===== src/rtl/core/wavp_pkg.sv =====
package wavp_pkg;

	// result kinds
	localparam logic [1:0] KIND_SAMPLE = 2'd0;
	localparam logic [1:0] KIND_EMPTY  = 2'd1;
	localparam logic [1:0] KIND_ERROR  = 2'd2;

	// error codes
	localparam logic [3:0] ERR_SHORT        = 4'd0;
	localparam logic [3:0] ERR_NOT_RIFF     = 4'd1;
	localparam logic [3:0] ERR_NOT_WAVE     = 4'd2;
	localparam logic [3:0] ERR_OVERRUN      = 4'd3;
	localparam logic [3:0] ERR_DUP_FMT      = 4'd4;
	localparam logic [3:0] ERR_FMT_SHORT    = 4'd5;
	localparam logic [3:0] ERR_NOT_PCM      = 4'd6;
	localparam logic [3:0] ERR_NOT_16       = 4'd7;
	localparam logic [3:0] ERR_ZERO         = 4'd8;
	localparam logic [3:0] ERR_DATA_NO_FMT  = 4'd9;
	localparam logic [3:0] ERR_NO_FMT       = 4'd10;
	localparam logic [3:0] ERR_NO_DATA      = 4'd11;

	// four-character tags, first byte in the top
	localparam logic [31:0] TAG_RIFF = 32'h5249_4646;
	localparam logic [31:0] TAG_WAVE = 32'h5741_5645;
	localparam logic [31:0] TAG_FMT  = 32'h666D_7420;
	localparam logic [31:0] TAG_DATA = 32'h6461_7461;

	localparam logic [31:0] HEADER_BYTES  = 32'd12;
	localparam logic [32:0] FMT_MIN_BYTES = 33'd16;
	localparam logic [33:0] CHDR_ROOM     = 34'd9;

	localparam logic [15:0] FMT_PCM       = 16'd1;
	localparam logic [15:0] FMT_BITS      = 16'd16;

endpackage


===== src/rtl/core/wav_pcm16_stream_parser.sv =====
// RIFF/WAVE PCM16 byte-stream parser.
// Input channel: one file byte per word on data_byte (in_valid/in_ready).
// Output channel: one result per word (out_valid/out_ready): a sample
// (kind 0, is_last on the final one), an empty data chunk (kind 1) or an
// error (kind 2 with error_code). channel_count and rate_hz carry the fmt
// values parsed so far in every result.
// Write the total file size into file_length (cfg_we) before the file; the
// write also restarts the parser at offset 0. After file_length bytes the
// parser starts over on its own for the next file.
// Throughput: one byte per clock unless a stalled receiver holds the result
// register, set by the single state-update stage. A byte taken waits in the
// input stage, then is decoded into the parser state and the result register.
// A stalled receiver holds the result register; the input stage keeps one
// byte and in_ready drops only when both stages are full.
// Reset clears file_length to zero and all parser state; with file_length
// zero every byte gives a short-file error.
module wav_pcm16_stream_parser (
	input  logic               clk,
	input  logic               arst_n,
	input  logic               cfg_we,
	input  logic [31:0]        file_length,
	input  logic               in_valid,
	output logic               in_ready,
	input  logic [7:0]         data_byte,
	output logic               out_valid,
	input  logic               out_ready,
	output logic [1:0]         kind,
	output logic signed [15:0] sample,
	output logic               is_last,
	output logic [3:0]         error_code,
	output logic [15:0]        channel_count,
	output logic [31:0]        rate_hz
);

	localparam logic [2:0] PH_HEADER = 3'd0;
	localparam logic [2:0] PH_CHDR   = 3'd1;
	localparam logic [2:0] PH_FMT    = 3'd2;
	localparam logic [2:0] PH_SKIP   = 3'd3;
	localparam logic [2:0] PH_DATA   = 3'd4;
	localparam logic [2:0] PH_DONE   = 3'd5;

	// input stage
	logic        valid_s1;
	logic [7:0]  byte_s1;

	// result stage
	logic        valid_s2;
	logic [1:0]  kind_s2;
	logic [15:0] sample_s2;
	logic        last_s2;
	logic [3:0]  code_s2;
	logic [15:0] chan_s2;
	logic [31:0] rate_s2;

	// parser state
	logic [31:0] file_len_q;
	logic [31:0] rem_q;        // file_len_q minus current byte offset
	logic [2:0]  phase_q;
	logic [3:0]  fs_q;
	logic [32:0] cr_q;
	logic        fmt_seen_q;
	logic [15:0] chan_q;
	logic [31:0] rate_q;
	logic [7:0]  low_q;
	logic [31:0] tag_q;
	logic [31:0] len_q;
	logic [31:0] word_q;

	logic [2:0]  phase_d;
	logic [3:0]  fs_d;
	logic [32:0] cr_d;
	logic        fmt_seen_d;
	logic [15:0] chan_d;
	logic [31:0] rate_d;
	logic [7:0]  low_d;
	logic [31:0] tag_d;
	logic [31:0] len_d;
	logic [31:0] word_d;

	logic        res_valid;
	logic [1:0]  res_kind;
	logic [15:0] res_sample;
	logic        res_last;
	logic [3:0]  res_code;

	logic        adv;
	logic        step;
	logic        restart;

	logic [31:0] tag_new;
	logic [31:0] len_new;
	logic [1:0]  wpos;
	logic [31:0] word_new;
	logic        len_pad;
	logic        len_over;
	logic [32:0] ac_rest;
	logic        ac_fail;
	logic [32:0] cr_data;
	logic [3:0]  ac_code;

	assign adv      = !valid_s2 || out_ready;
	assign in_ready = !valid_s1 || adv;
	assign step     = valid_s1 && adv;
	assign restart  = rem_q <= 32'd1;

	assign tag_new  = {tag_q[23:0], byte_s1};
	assign len_new  = len_q | ({24'd0, byte_s1} << {fs_q[1:0], 3'b000});
	assign len_pad  = len_new[0];
	assign len_over = len_new >= rem_q;
	assign wpos     = (fs_q[3:2] == 2'b01) ? fs_q[1:0] : {1'b0, fs_q[0]};
	assign word_new = ((wpos == 2'd0) ? 32'd0 : word_q)
		| ({24'd0, byte_s1} << {wpos, 3'b000});
	assign cr_data  = (cr_q >= 33'd2) ? cr_q - 33'd2 : 33'd0;
	assign ac_code  = fmt_seen_q ? wavp_pkg::ERR_NO_DATA : wavp_pkg::ERR_NO_FMT;

	// bytes to skip before the next chunk header, and whether that header fits
	always_comb begin
		unique case (phase_q)
			PH_CHDR: ac_rest = {1'b0, len_new} + {32'd0, len_pad};
			PH_FMT:  ac_rest = cr_q;
			default: ac_rest = 33'd0;
		endcase
		ac_fail = ({1'b0, ac_rest} + wavp_pkg::CHDR_ROOM) > {2'd0, rem_q};
	end

	always_comb begin
		phase_d    = phase_q;
		fs_d       = fs_q;
		cr_d       = cr_q;
		fmt_seen_d = fmt_seen_q;
		chan_d     = chan_q;
		rate_d     = rate_q;
		low_d      = low_q;
		tag_d      = tag_q;
		len_d      = len_q;
		word_d     = word_q;
		res_valid  = 1'b0;
		res_kind   = wavp_pkg::KIND_SAMPLE;
		res_sample = 16'd0;
		res_last   = 1'b0;
		res_code   = wavp_pkg::ERR_SHORT;

		unique case (phase_q)
			PH_HEADER: begin
				// fs_q counts the header bytes
				fs_d  = fs_q + 4'd1;
				tag_d = tag_new;
				if (fs_q == 4'd0 && file_len_q < wavp_pkg::HEADER_BYTES) begin
					res_valid = 1'b1;
					res_kind  = wavp_pkg::KIND_ERROR;
					res_code  = wavp_pkg::ERR_SHORT;
					phase_d   = PH_DONE;
				end else if (fs_q == 4'd3 && tag_new != wavp_pkg::TAG_RIFF) begin
					res_valid = 1'b1;
					res_kind  = wavp_pkg::KIND_ERROR;
					res_code  = wavp_pkg::ERR_NOT_RIFF;
					phase_d   = PH_DONE;
				end else if (fs_q == 4'd11) begin
					if (tag_new != wavp_pkg::TAG_WAVE || ac_fail) begin
						res_valid = 1'b1;
						res_kind  = wavp_pkg::KIND_ERROR;
						res_code  = (tag_new != wavp_pkg::TAG_WAVE)
							? wavp_pkg::ERR_NOT_WAVE : ac_code;
						phase_d   = PH_DONE;
					end else begin
						cr_d    = 33'd0;
						fs_d    = 4'd0;
						tag_d   = 32'd0;
						len_d   = 32'd0;
						phase_d = PH_CHDR;
					end
				end
			end
			PH_CHDR: begin
				fs_d = fs_q + 4'd1;
				if (fs_q < 4'd4) begin
					tag_d = tag_new;
				end else begin
					len_d = len_new;
				end
				if (fs_q == 4'd7) begin
					if (len_over) begin
						res_valid = 1'b1;
						res_kind  = wavp_pkg::KIND_ERROR;
						res_code  = wavp_pkg::ERR_OVERRUN;
						phase_d   = PH_DONE;
					end else if (tag_q == wavp_pkg::TAG_FMT) begin
						if (fmt_seen_q || {1'b0, len_new} < wavp_pkg::FMT_MIN_BYTES) begin
							res_valid = 1'b1;
							res_kind  = wavp_pkg::KIND_ERROR;
							res_code  = fmt_seen_q ? wavp_pkg::ERR_DUP_FMT
								: wavp_pkg::ERR_FMT_SHORT;
							phase_d   = PH_DONE;
						end else begin
							cr_d    = {1'b0, len_new} - wavp_pkg::FMT_MIN_BYTES
								+ {32'd0, len_pad};
							fs_d    = 4'd0;
							word_d  = 32'd0;
							phase_d = PH_FMT;
						end
					end else if (tag_q == wavp_pkg::TAG_DATA) begin
						if (!fmt_seen_q) begin
							res_valid = 1'b1;
							res_kind  = wavp_pkg::KIND_ERROR;
							res_code  = wavp_pkg::ERR_DATA_NO_FMT;
							phase_d   = PH_DONE;
						end else begin
							cr_d = {1'b0, len_new[31:1], 1'b0};
							fs_d = 4'd0;
							if (len_new[31:1] == 31'd0) begin
								res_valid = 1'b1;
								res_kind  = wavp_pkg::KIND_EMPTY;
								phase_d   = PH_DONE;
							end else begin
								phase_d = PH_DATA;
							end
						end
					end else if (ac_fail) begin
						res_valid = 1'b1;
						res_kind  = wavp_pkg::KIND_ERROR;
						res_code  = ac_code;
						phase_d   = PH_DONE;
					end else begin
						// unknown chunk: skip body and pad byte
						cr_d    = ac_rest;
						fs_d    = 4'd0;
						tag_d   = 32'd0;
						len_d   = 32'd0;
						phase_d = (ac_rest == 33'd0) ? PH_CHDR : PH_SKIP;
					end
				end
			end
			PH_FMT: begin
				word_d = word_new;
				fs_d   = fs_q + 4'd1;
				if (fs_q == 4'd1) begin
					if (word_new[15:0] != wavp_pkg::FMT_PCM || word_new[31:16] != 16'd0) begin
						res_valid = 1'b1;
						res_kind  = wavp_pkg::KIND_ERROR;
						res_code  = wavp_pkg::ERR_NOT_PCM;
						phase_d   = PH_DONE;
					end
				end else if (fs_q == 4'd3) begin
					chan_d = word_new[15:0];
				end else if (fs_q == 4'd7) begin
					rate_d = word_new;
				end else if (fs_q == 4'd15) begin
					if (word_new[15:0] != wavp_pkg::FMT_BITS || word_new[31:16] != 16'd0) begin
						res_valid = 1'b1;
						res_kind  = wavp_pkg::KIND_ERROR;
						res_code  = wavp_pkg::ERR_NOT_16;
						phase_d   = PH_DONE;
					end else if (chan_q == 16'd0 || rate_q == 32'd0) begin
						res_valid = 1'b1;
						res_kind  = wavp_pkg::KIND_ERROR;
						res_code  = wavp_pkg::ERR_ZERO;
						phase_d   = PH_DONE;
					end else begin
						fmt_seen_d = 1'b1;
						if (ac_fail) begin
							res_valid = 1'b1;
							res_kind  = wavp_pkg::KIND_ERROR;
							res_code  = wavp_pkg::ERR_NO_DATA;
							phase_d   = PH_DONE;
						end else begin
							fs_d    = 4'd0;
							tag_d   = 32'd0;
							len_d   = 32'd0;
							phase_d = (cr_q == 33'd0) ? PH_CHDR : PH_SKIP;
						end
					end
				end
			end
			PH_SKIP: begin
				if (cr_q <= 33'd1) begin
					cr_d    = 33'd0;
					fs_d    = 4'd0;
					tag_d   = 32'd0;
					len_d   = 32'd0;
					phase_d = PH_CHDR;
				end else begin
					cr_d = cr_q - 33'd1;
				end
			end
			PH_DATA: begin
				if (fs_q == 4'd0) begin
					low_d = byte_s1;
					fs_d  = 4'd1;
				end else begin
					fs_d       = 4'd0;
					res_valid  = 1'b1;
					res_kind   = wavp_pkg::KIND_SAMPLE;
					res_sample = {byte_s1, low_q};
					cr_d       = cr_data;
					if (cr_data == 33'd0) begin
						res_last = 1'b1;
						phase_d  = PH_DONE;
					end
				end
			end
			default: begin
				// done: drop bytes until the file ends
			end
		endcase
	end

	always_ff @(posedge clk or negedge arst_n) begin
		if (!arst_n) begin
			valid_s1 <= 1'b0;
		end else if (in_ready) begin
			valid_s1 <= in_valid;
		end
	end

	always_ff @(posedge clk) begin
		if (in_valid && in_ready) begin
			byte_s1 <= data_byte;
		end
	end

	always_ff @(posedge clk or negedge arst_n) begin
		if (!arst_n) begin
			valid_s2 <= 1'b0;
		end else if (adv) begin
			valid_s2 <= valid_s1 && res_valid;
		end
	end

	always_ff @(posedge clk) begin
		if (step && res_valid) begin
			kind_s2   <= res_kind;
			sample_s2 <= res_sample;
			last_s2   <= res_last;
			code_s2   <= (res_kind == wavp_pkg::KIND_ERROR) ? res_code : 4'd0;
			chan_s2   <= chan_q;
			rate_s2   <= rate_q;
		end
	end

	always_ff @(posedge clk or negedge arst_n) begin
		if (!arst_n) begin
			file_len_q <= 32'd0;
			rem_q      <= 32'd0;
			phase_q    <= PH_HEADER;
			fs_q       <= 4'd0;
			cr_q       <= 33'd0;
			fmt_seen_q <= 1'b0;
			chan_q     <= 16'd0;
			rate_q     <= 32'd0;
			low_q      <= 8'd0;
			tag_q      <= 32'd0;
			len_q      <= 32'd0;
			word_q     <= 32'd0;
		end else if (cfg_we || (step && restart)) begin
			// new length or end of file: start over at offset zero
			if (cfg_we) begin
				file_len_q <= file_length;
				rem_q      <= file_length;
			end else begin
				rem_q      <= file_len_q;
			end
			phase_q    <= PH_HEADER;
			fs_q       <= 4'd0;
			cr_q       <= 33'd0;
			fmt_seen_q <= 1'b0;
			chan_q     <= 16'd0;
			rate_q     <= 32'd0;
			low_q      <= 8'd0;
			tag_q      <= 32'd0;
			len_q      <= 32'd0;
			word_q     <= 32'd0;
		end else if (step) begin
			rem_q      <= rem_q - 32'd1;
			phase_q    <= phase_d;
			fs_q       <= fs_d;
			cr_q       <= cr_d;
			fmt_seen_q <= fmt_seen_d;
			chan_q     <= chan_d;
			rate_q     <= rate_d;
			low_q      <= low_d;
			tag_q      <= tag_d;
			len_q      <= len_d;
			word_q     <= word_d;
		end
	end

	assign out_valid     = valid_s2;
	assign kind          = kind_s2;
	assign sample        = sample_s2;
	assign is_last       = last_s2;
	assign error_code    = code_s2;
	assign channel_count = chan_s2;
	assign rate_hz       = rate_s2;

`ifndef SYNTHESIS
	a_data_needs_fmt: assert property (@(posedge clk) disable iff (!arst_n)
		phase_q == PH_DATA |-> fmt_seen_q)
		else $error("data phase without a parsed fmt chunk");

	a_chdr_count: assert property (@(posedge clk) disable iff (!arst_n)
		phase_q == PH_CHDR |-> fs_q < 4'd8)
		else $error("chunk header byte count out of range");

	a_rem_bound: assert property (@(posedge clk) disable iff (!arst_n)
		rem_q <= file_len_q)
		else $error("remaining byte count exceeds file length");

	a_last_is_sample: assert property (@(posedge clk) disable iff (!arst_n)
		valid_s2 && last_s2 |-> kind_s2 == wavp_pkg::KIND_SAMPLE && code_s2 == 4'd0)
		else $error("last flag on a word that is not a sample");

	a_skip_nonzero: assert property (@(posedge clk) disable iff (!arst_n)
		phase_q == PH_SKIP |-> cr_q != 33'd0)
		else $error("skip phase with nothing to skip");
`endif

endmodule

===== config.mk =====
export PLATFORM = sky130hd
export DESIGN_NAME = wav_pcm16_stream_parser
export DESIGN_NICKNAME = d
export VERILOG_FILES = /design/src/rtl/core/wavp_pkg.sv /design/src/rtl/core/wav_pcm16_stream_parser.sv
export SDC_FILE = /design/constraint.sdc
export NUM_CORES = 1
export LEC_CHECK = 0
export BUFFER_PORTS_ARGS = -buffer_cell sky130_fd_sc_hd__clkbuf_2
export CAP_MARGIN = 10
export CORE_ASPECT_RATIO = 0.7
export CORE_MARGIN = 2
export CORE_UTILIZATION = 45
export CTS_BUF_LIST = sky130_fd_sc_hd__clkbuf_8
export DETAILED_ROUTE_END_ITERATION = 6
export GPL_ROUTABILITY_DRIVEN = 1
export MAX_ROUTING_LAYER = met4
export SLEW_MARGIN = 15
export SYNTH_ARGS = -nofsm -noshare
export SYNTH_HDL_FRONTEND = slang
export SYNTH_SLANG_ARGS = --single-unit

===== constraint.sdc =====
create_clock -name clk -period 22.2 [get_ports clk]
set_input_delay 5.55 -clock clk [delete_from_list [all_inputs] [get_ports clk]]
set_output_delay 5.55 -clock clk [all_outputs]
set_load 0.005 [all_outputs]

==> Word-level counts from Yosys, hierarchy flattened <==
Cells that the tools add are included.
{ "totals": {"reg_bits": 338, "out_inout_bits": 73, "in_bits": 45, "word_cells": 342} }
{ "classes": {"n_eq_ne": 48, "reduce_logical": 49, "mux": 203, "add_sub_neg": 8, "n_lt_le_gt_ge": 8, "bitwise": 3, "shift": 2} }
{ "op_table": {"columns": ["operator", "n"], "rows": [
  ["two-way mux 32 bit", 48],
  ["two-way mux 33 bit", 16],
  ["case mux 32 bit (4 select lines)", 2],
  ["two-way mux 4 bit", 38],
  ["case mux 33 bit (4 select lines)", 1],
  ["logical NOT 33 bit", 3],
  ["two-way mux 16 bit", 5],
  ["two-way mux 3 bit", 25],
  ["case mux 33 bit (2 select lines)", 1],
  ["equality test 32 x 31 -> 1 bit, second input constant", 2],
  ["!= test 32 x 31 -> 1 bit, second input constant", 2],
  ["bitwise OR 32 bit", 2],
  ["case mux 32 bit (2 select lines)", 1],
  ["left shift 8 x 5 -> 32 bit", 2],
  ["!= test 3 bit, second input constant", 18],
  ["two-way mux 2 bit", 21],
  ["two-way mux 1 bit", 36],
  ["adder 33 x 4 -> 34 bit, second input constant", 1],
  ["greater-than comparator 34 x 32 -> 1 bit", 1],
  ["adder 32 x 1 -> 33 bit", 1],
  ["adder 33 x 1 -> 33 bit", 1],
  [">= comparator 33 x 2 -> 1 bit, second input constant", 1],
  ["<= comparator 33 x 1 -> 1 bit, second input constant", 1],
  ["subtractor 32 x 5 -> 33 bit, second input constant", 1],
  ["other kinds (54)", 91]
]} }

==> Depth between registers and ports, before layout <==
{ "depth": {"ltp_word": 16, "mapped_depth": 33, "ltp_nobuf": 28} }

==> Worst setup path before layout <==
No wires, ideal clock.
{ "synth_path": {"path_kind": "input to output", "start": "input port out_ready", "end": "output port in_ready", "required_ps": 16650, "t_arrival_ps": 5839, "setup_slack_ps": 10811, "stages": 2, "n_path_buf": 0, "cell_sequence": "nor2b_1 > nand2_1"} }
{ "synth_between": {"elab_chain_len": 2} }
{ "synth_rtl": {"columns": ["element", "line", "source"], "rows": [
  ["start: declaration", "wav_pcm16_stream_parser.sv:26", "input logic out_ready,"],
  ["logical OR 1 bit", "wav_pcm16_stream_parser.sv:101", "assign adv = !valid_s2 || out_ready;"],
  ["logical OR 1 bit", "wav_pcm16_stream_parser.sv:102", "assign in_ready = !valid_s1 || adv;"],
  ["end: declaration", "wav_pcm16_stream_parser.sv:23", "output logic in_ready,"]
]} }
Every way passes these cells.

==> Final worst setup path <==
Ends and elaborated chain as after synthesis.

==> out/metrics.cfg <==
[run_status]
outcome = finished clean

[yosys]
synth-warning-count = 0
syn_area_sq_um = 21790
synth_area_per_cell_sq_um = 8.954
ys_seq_area_frac = 0.4064
synth_area_leaders = dfrtp_1 30%, edfxtp_1 11%, a21oi_1 4.9%, ha_1 4.5%, nor2_1 3.8%
synth-main-ff-cell = dfrtp_1
yosys.area.top_type_share = 0.2975
synth_async_sr_flop_share = 0.7663
synth-seq-cells = 338
synth_edf_count = 79
syn_nets = 2556
yosysUniqueCellTypes = 103
synth.largest_area_cell = dfrtp_1
synthCells = 2433

[final_layout]
mostFrequentLayoutCell = dfrtp_1
fillers = 4579
fin_util = 0.5056
final_cell_mix = 259 x dfrtp_1, 216 x nor2_1, 213 x a21oi_1
synthToLayoutAreaGrowth_pct = 11.10
regArea_sq_um = 8853
multi_input_area_sq_um = 12020
drive_gt1_frac = 0.1420
final_nets = 2622

[clock_network]
path_clk_slew_ns = 0.07
cts-hold-fix-buffers = 0
cts_setup_buffers = 0
clock_path_buffers = 3
cts_resized = 0
cts_tree = done
clock-root-buffer = clkbuf_8
cts_buffers = 53
htreeDepth = 2
cts_sinks = 338
insertion_delay_ns = 0.67

[timing]
finalCritPeriodShare = 0.5269
whs_ns = 0.4781
drv_slew = 0
max_freq_mhz = 85.49
fin_setup_tns_ns = 0
relSlewSlack = 0.1689
hold_viol_final = 0
setup_viol_count_final = 0
fin_crit_ns = 11.70
grt_setup_unrepaired = no
worst_slew_pin_slew_ns = 1.238
worst_clock_skew_ns = 0.04192

[global_route]
gr-total-overflow = 0
grt_pass1_vias = 19275
grt_antenna_before_repair = 5
grt_usage = 0.3548
grt_max_degree = 161
grt_pass1_wl_microns = 129100

[floorplan]
die-area_sq_um = 50220
rows = 67
dieHeight_microns = 188.1
boundaryPins = 118
die_w_microns = 267.0
initial_utilization = 0.4551
core_sq_um = 47870

[setup_path]
crit_type = in2out
crit_arrival_ns = 6.15
crit_path_end_kind = output port
start_kind = input port
crit_path_max_fanout = 4
cp-startpoint = out_ready
r2r_start = fs_q[0]
required_ns = 16.65

[route]
ant_nets = 0
wl_per_cell_microns = 27.21
dr.pass1.iters = 7
drt_iter0_markers = 2578
routed-via-count = 21017
via_per_inst = 6.566
routed_wl_microns = 87100
drc = 0

[hold_path]
holdCritStartpoint = rate_q[2]
hold_path.class = reg2reg

[place]
routabilityCongestion = 1.079
dpl.hpwl_microns = 65000
port_buffers = 117

[power]
power_density_nw_per_um2 = 131.3
leakagePower_nw = 10.36
ir_worst_vdd_uv = 104.7

[job]
cap_violations = 0

## path summary, 6_finish.rpt
check                              end  cells past startpoint  slack (ns)
max in group asynchronous     len_q[1]                      2       15.89
min in group asynchronous   rate_q[29]                      1        4.90
setup reg to reg           rate_hz[27]                     24       12.10
hold / removal              rate_hz[2]                      0        0.48
setup / recovery              in_ready                      4       10.50
hold reg to reg             rate_hz[2]                      0        0.48
## layout make-up
cell class	instances	share of cell area
repair buffers	167	0.04094
well taps	655	0.03386
clock inverters	37	0.01323
inverters	90	0.01396
flip-flops and latches	338	0.3658
multi-input cells	1849	0.4966
clock buffers	62	0.03526
diodes	3	0.0003102
## where the power goes
group	total, mW	internal (mW)	switching, mW	leakage (nW)
combinational	1.74	0.540	1.20	5.53
sequential	0.841	0.727	0.115	4.16
clock	0.593	0.326	0.267	0.667
## through the flow
| stage | instances | instance area (sq um) | power [mW] | setup WS, ns |
|---|---|---|---|---|
| global route | 3201 | 24200 | 3.346 | 10.49 |
| finish | 3201 | 24200 | 3.178 | 10.50 |
| global placement | 3098 | 22980 | 2.488 | 10.51 |
| CTS | 3197 | 24160 | 3.097 | 10.51 |
| floorplan | 2433 | 21790 | 1.891 | 10.81 |
| detailed placement | 3098 | 22980 | 2.496 | 10.51 |
## cells by family (layout without fill, tap and decap cells)
group                      Yosys count  count (layout)  share of synthesized area
muxes                               90              90                    0.04566
xor gates and xnor gates            58              58                    0.02332
and+or+nand+nor                    884             884                     0.2072
DFF                                338             338                     0.4064
other                                0               3                          0
buffers and inverters              246             356                    0.04675
AOI/OAI and AO/OA                  738             738                     0.2254
adders and majority gates           79              79                    0.04526
## synth_stat cells (24+ instances only)
| library cell | number |
|---|---|
| a21o_1 | 36 |
| a21oi_1 | 214 |
| a22o_1 | 44 |
| a22oi_1 | 32 |
| and2_1 | 29 |
| clkbuf_1 | 123 |
| dfrtp_1 | 259 |
| edfxtp_1 | 79 |
| ha_1 | 78 |
| inv_1 | 89 |
| mux2_2 | 54 |
| nand2_1 | 207 |
| nand3_1 | 72 |
| nand4_1 | 53 |
| nor2_1 | 219 |
| nor3_1 | 64 |
| nor4_1 | 56 |
| o21ai_0 | 138 |
| o22ai_1 | 38 |
| o31ai_1 | 49 |
| or3_1 | 24 |
| xnor2_1 | 41 |
## critical path: stages
cell,delay (ns)
clkbuf_2,0.08
nor2b_1,0.25
nand2_1,0.14
clkbuf_2,0.13
## flip-flops by register name, indices dropped and copies added (netlist names), 32 cells and up
register / cells
len_q: 32
rate_q: 32
word_q: 32
rem_q: 32
rate_hz: 32
cr_q: 33
tag_q: 32
file_len_q: 32
## metal layers
layer	vias to the layer above	GRT usage	share of wire
met5	-	-	0
met4	0	0.07887	0.021
met3	120	0.1178	0.13
met2	1184	0.4269	0.37
met1	10439	0.5543	0.48
li1	9274	-	-
Note: power is estimated with default switching activity, not from simulation.
